## config.mk

```make
export PLATFORM = sky130hd
export DESIGN_NAME = tea_cell
export DESIGN_NICKNAME = d
export VERILOG_FILES = /design/src/rtl/core/tea_pkg.sv /design/src/rtl/core/tea_cell.sv
export SDC_FILE = /design/constraint.sdc
export NUM_CORES = 1
export LEC_CHECK = 0
export BUFFER_PORTS_ARGS = -buffer_cell sky130_fd_sc_hd__buf_2
export CAP_MARGIN = 20
export CORE_MARGIN = 2
export CORE_UTILIZATION = 30
export CTS_BUF_LIST = sky130_fd_sc_hd__clkbuf_4
export CTS_CLUSTER_DIAMETER = 100
export DETAILED_ROUTE_END_ITERATION = 8
export PLACE_DENSITY_LB_ADDON = 0.12
export SYNTH_ARGS = -nofsm -noshare
export SYNTH_HDL_FRONTEND = slang
export SYNTH_SLANG_ARGS = --single-unit
```

## constraint.sdc

```tcl
create_clock -name clk -period 3.1 [get_ports clk]
set_input_delay 0.155 -clock clk [delete_from_list [all_inputs] [get_ports clk]]
set_output_delay 0.155 -clock clk [all_outputs]
set_load 0.02 [all_outputs]
```

## src/rtl/core/tea_pkg.sv

```systemverilog
// Shared types and constants for the cipher block.
// Depends on nothing; used by the cell, the top level and the checker.
`default_nettype none

package tea_pkg;

	localparam int unsigned WORD_W = 32;
	localparam int unsigned CFG_IDX_W = 3;

	localparam logic [WORD_W-1:0] TEA_DELTA = 32'h9E37_79B9;

	localparam logic [CFG_IDX_W-1:0] CFG_KEY0 = 3'd0;
	localparam logic [CFG_IDX_W-1:0] CFG_KEY1 = 3'd1;
	localparam logic [CFG_IDX_W-1:0] CFG_KEY2 = 3'd2;
	localparam logic [CFG_IDX_W-1:0] CFG_KEY3 = 3'd3;
	localparam logic [CFG_IDX_W-1:0] CFG_MODE = 3'd4;

	typedef logic [WORD_W-1:0] word_t;

	typedef struct packed {
		word_t key0;
		word_t key1;
		word_t key2;
		word_t key3;
	} key_t;

endpackage

`default_nettype wire

```

## src/rtl/core/tea_cell.sv

```systemverilog
// One half-round of the cipher, registered, with its own beat handshake.
// Depends on tea_pkg for the word and key types.
`default_nettype none

module tea_cell #(
	parameter logic [31:0] SUM_ENC     = 32'h9E37_79B9,
	parameter logic [31:0] SUM_DEC     = 32'hC6EF_3720,
	parameter bit          SECOND_HALF = 1'b0
) (
	input  wire               clk,
	input  wire               arst_n,
	input  wire               decrypt,
	input  tea_pkg::key_t     keys,
	input  wire               up_valid,
	output logic              up_ready,
	input  tea_pkg::word_t    up_y,
	input  tea_pkg::word_t    up_z,
	output logic              dn_valid,
	input  wire               dn_ready,
	output tea_pkg::word_t    dn_y,
	output tea_pkg::word_t    dn_z
);
	import tea_pkg::*;

	logic  valid_q;
	word_t y_q;
	word_t z_q;
	word_t new_y;
	word_t new_z;
	logic  take;

	assign up_ready = !valid_q || dn_ready;
	assign take     = up_valid && up_ready;
	assign dn_valid = valid_q;
	assign dn_y     = y_q;
	assign dn_z     = z_q;

	always_comb begin
		logic  update_y;
		word_t src;
		word_t dst;
		word_t kl;
		word_t kr;
		word_t sum;
		word_t mix;
		word_t res;
		update_y = (decrypt == SECOND_HALF);
		src      = update_y ? up_z : up_y;
		dst      = update_y ? up_y : up_z;
		kl       = update_y ? keys.key0 : keys.key2;
		kr       = update_y ? keys.key1 : keys.key3;
		sum      = decrypt ? SUM_DEC : SUM_ENC;
		mix      = ((src << 4) + kl) ^ (src + sum) ^ ((src >> 5) + kr);
		res      = decrypt ? (dst - mix) : (dst + mix);
		new_y    = update_y ? res : up_y;
		new_z    = update_y ? up_z : res;
	end

	always_ff @(posedge clk or negedge arst_n) begin
		if (!arst_n) begin
			valid_q <= 1'b0;
		end else if (up_ready) begin
			valid_q <= up_valid;
		end
	end

	always_ff @(posedge clk) begin
		if (take) begin
			y_q <= new_y;
			z_q <= new_z;
		end
	end

endmodule

`default_nettype wire

```

==> key figures <==
Yosys
  • Synth Warn #: 0
  • Mapped Area: 0.0108 mm^2
  • Unique masters post-synth: between 90 and 100
  • Largest family of logic cells by synthesized area: compound AO/OA/AOI/OAI gates
  • Synthesized area per cell: ~8.4 um^2
  • Post-synthesis sequential area ratio: 0.181
  • Synth Area in Compound Gates: 0.222
  • Adder-cell share of the synthesized area: 0.112
  • Asr flop ratio synth: 0.0154
  • Post-synthesis cell count: about 1300
  • #FFs+latches synth: 65
  • Post-Synth Simple-Gate Area: 0.168
  • Post-synth top flop: edfxtp_1
  • Number of synthesized flops with an enable pin: 64
  • Post-synthesis xor/xnor area fraction: 0.179
  • Multiplexer share of the synthesized area: 0.105
  • Syn_nets: 1575

Job
  • MaxCap Viol Count: 0

Clock network
  • Worst-Skew Late Latency: about 0.41 ns
  • CTS tree: built
  • Number of CTS-inserted buffers: 9
  • H-tree depth: 3
  • Clock sink count: 65
  • Max clock buf depth: 2
  • Clock slew at reported path FFs: 0.12 ns
  • Root buf cell: clkbuf_4

Floorplan
  • I/O Pins: 263
  • Row count: 69
  • Die width: 193 um
  • Die Y-Extent: 193 um
  • Initial Utilization: 0.303
  • Core box area: between 0.03 and 0.04 mm^2
  • Die area: 0.0374 mm^2

Detailed routing
  • Via count: approximately 12000
  • DR WL/cell: 16.6 um
  • DRC viols: 0
  • Drt total wl: 41200 um
  • Starting DRC count in detailed routing: 690
  • Vias per cell: 4.81
  • 1st-pass router iterations: 5
  • Antenna viol nets, final: 0

Pwr
  • Max IR drop VDD: 0.482 mV
  • Pwr per Cell Area: a little over 800 mW/mm^2
  • Total chip power: 14200 uW
  • Leakage: 0.00832 uW

Worst setup path
  • Crit. End Element: flop
  • Most frequent CP cell: xnor2_2
  • WS Path Type: input pin to flop
  • Max stage delay cell, worst path: or4_4
  • Crit path DAT: 5.62 ns
  • CP Launch Type: input pin
  • Critical path peak fanout: 8
  • Critical Path RT: roughly 3.3 ns
  • CP max stage delay: 0.56 ns

GRT
  • Initial antenna violation count: 1
  • Number of global-route vias before repair: 11700
  • Global-route wire length before repair: 63400 um
  • Total Routing Usage GR: 0.213
  • Grt total ovfl: 0
  • Largest net degree at the start of global routing: 65

STA
  • Post-layout min period: around 5.4 ns
  • Tightest Pin Transition: ~0.8 ns
  • Setup WS post-layout: -2.35 ns
  • Tcrit/Tclk final: 1.76
  • Final Hold Vio Count: 0
  • F_max: 184 MHz
  • Slew Limit Fails: 0
  • Final Skew: 0.0127 ns
  • RSZ-0062 raised after global routing: true
  • Slew HR: 0.476
  • Final setup violating endpoints: 56

Layout
  • Fin area: ~0.017 mm^2
  • Share of cells above drive strength 1: 0.515
  • # fillers: 3485
  • Commonest non-fill, non-tap cell in the layout: buf_4
  • Area growth syn-to-layout: 61.8%
  • Commonest non-fill, non-tap cells in the layout: buf_4 (450), buf_2 (261), nand2_1 (144), xnor2_1 (126), ha_1 (82)
  • Fin util: 0.491
  • Nets: approximately 2300

Outcome
  • Violated checks: negative setup slack
  • Status: finished with violations

Placement
  • Post-Place Cell Area: 0.0160 mm^2
  • Port Buf Inserts: roughly 260
  • HPWL Detailed: between 30000 and 40000 um
  • Placer congestion estimate: 0.914

Min path
  • Hold WC Path Type: input pin to async pin
==> cells in the mapped netlist, types with 4 or more instances <==
master | instances | area share
a211oi_1 | 11 | 0.0077
a21bo_2 | 7 | 0.0065
a21o_1 | 47 | 0.033
a21oi_1 | 92 | 0.043
a31oi_1 | 19 | 0.011
a32oi_1 | 4 | 0.0033
a41oi_1 | 7 | 0.0057
and2_1 | 8 | 0.0046
and3_1 | 13 | 0.0076
buf_1 | 4 | 0.0014
buf_2 | 6 | 0.0028
buf_6 | 4 | 0.0042
clkbuf_1 | 24 | 0.0084
edfxtp_1 | 64 | 0.18
ha_1 | 92 | 0.11
inv_1 | 42 | 0.015
mux2_2 | 92 | 0.096
mux2i_1 | 8 | 0.0074
nand2_1 | 156 | 0.054
nand2b_1 | 12 | 0.0070
nand3_1 | 24 | 0.011
nand4_1 | 10 | 0.0058
nor2_1 | 72 | 0.025
nor2b_1 | 21 | 0.012
nor3_1 | 15 | 0.0070
o211ai_1 | 5 | 0.0035
o21a_1 | 13 | 0.0091
o21ai_0 | 74 | 0.034
o21ai_1 | 7 | 0.0033
o21bai_1 | 14 | 0.0098
o31ai_1 | 11 | 0.0077
or2_2 | 4 | 0.0023
or3_1 | 6 | 0.0035
xnor2_1 | 151 | 0.12
xnor3_1 | 4 | 0.0084
xor2_1 | 50 | 0.041
==> worst max-delay path: cells and delay by family <==
family | cells | cell delay [ns]
simple gates | 9 | 1.56
compound gates | 7 | 1.12
fa+ha+maj | 3 | 0.96
xor+xnor | 6 | 0.87
mux | 2 | 0.57
buf+inv | 3 | 0.37
==> what timing repair did <==
item | in CTS | in global routing
hold buffers | 2 | 0
cloned | 1 | 0
setup buffers | 39 | 18
pin swaps | 51 | 106
gates resized for setup | 94 | 128
endpoints found under the setup margin | 56 | 56
hold endpoints to repair | 2 | 0
==> worst paths after layout <==
kind | start | end | slack, ns | cells past startpoint
worst min register to register | dn_valid | dn_valid | 0.54 | 2
min in group clk | dn_ready | dn_valid | 0.06 | 3
max in group asynchronous | arst_n | dn_valid | 2.95 | 2
worst max-delay path | decrypt | dn_y[29] | -2.35 | 30
worst min-delay path | arst_n | dn_valid | 0.06 | 2
worst max register to register | dn_valid | dn_y[11] | 1.45 | 3
==> routing by layer <==
metal  routed length (um)  GRT usage  vias to the layer above
li1                     -          -                     6134
met1                22200      0.342                     5466
met2                17000      0.313                      278
met3                 1690     0.0136                       17
met4                  275     0.0269                        0
met5                    0          0                        -
==> sequential cells by signal, summed over array words and instances (netlist names) <==
name / flops
dn_z: 32
dn_y: 32
dn_valid: 1
==> through the flow <==
stage / TNS (ns) / setup slack, ns / instances / hold WS (ns)
6_report: -87.60 / -2.35 / 2473 / 0.0555
5_1_grt: -95.78 / -2.60 / 2473 / 0.0476
4_1_cts: -92.69 / -2.36 / 2472 / 0.0120
3_5_place_dp: -126.03 / -3.14 / 2419 / -0.0669
3_3_place_gp: -120.10 / -3.02 / 2419 / -0.0696
2_1_floorplan: -163.22 / -3.71 / 1283 / -0.141
==> power breakdown <==
part	leakage [uW]	internal [uW]	switching [uW]	total, uW
clock network	0.0000761	246	310	555
registers	0.000624	1440	62.0	1510
logic	0.00762	6430	5730	12200
total	0.00832	8120	6100	14200
==> layout make-up <==
class,instances,area [um^2],share of cell area
multi-input combinational,1135,9370,0.538
timing repair buffer,752,5220,0.300
sequential,65,1950,0.112
tap,461,577,0.0331
inverter,43,161,0.00927
clock inverter,7,70.1,0.00402
clock buffer,9,67.6,0.00388
antenna,1,2.50,0.000144
==> kinds of logic after synthesis <==
group	after synthesis
mux	101
buf+inv	83
xor+xnor	209
fa+ha+maj	95
flops	65
simple gates	370
compound gates	360
(Power assumes the default switching activity.)
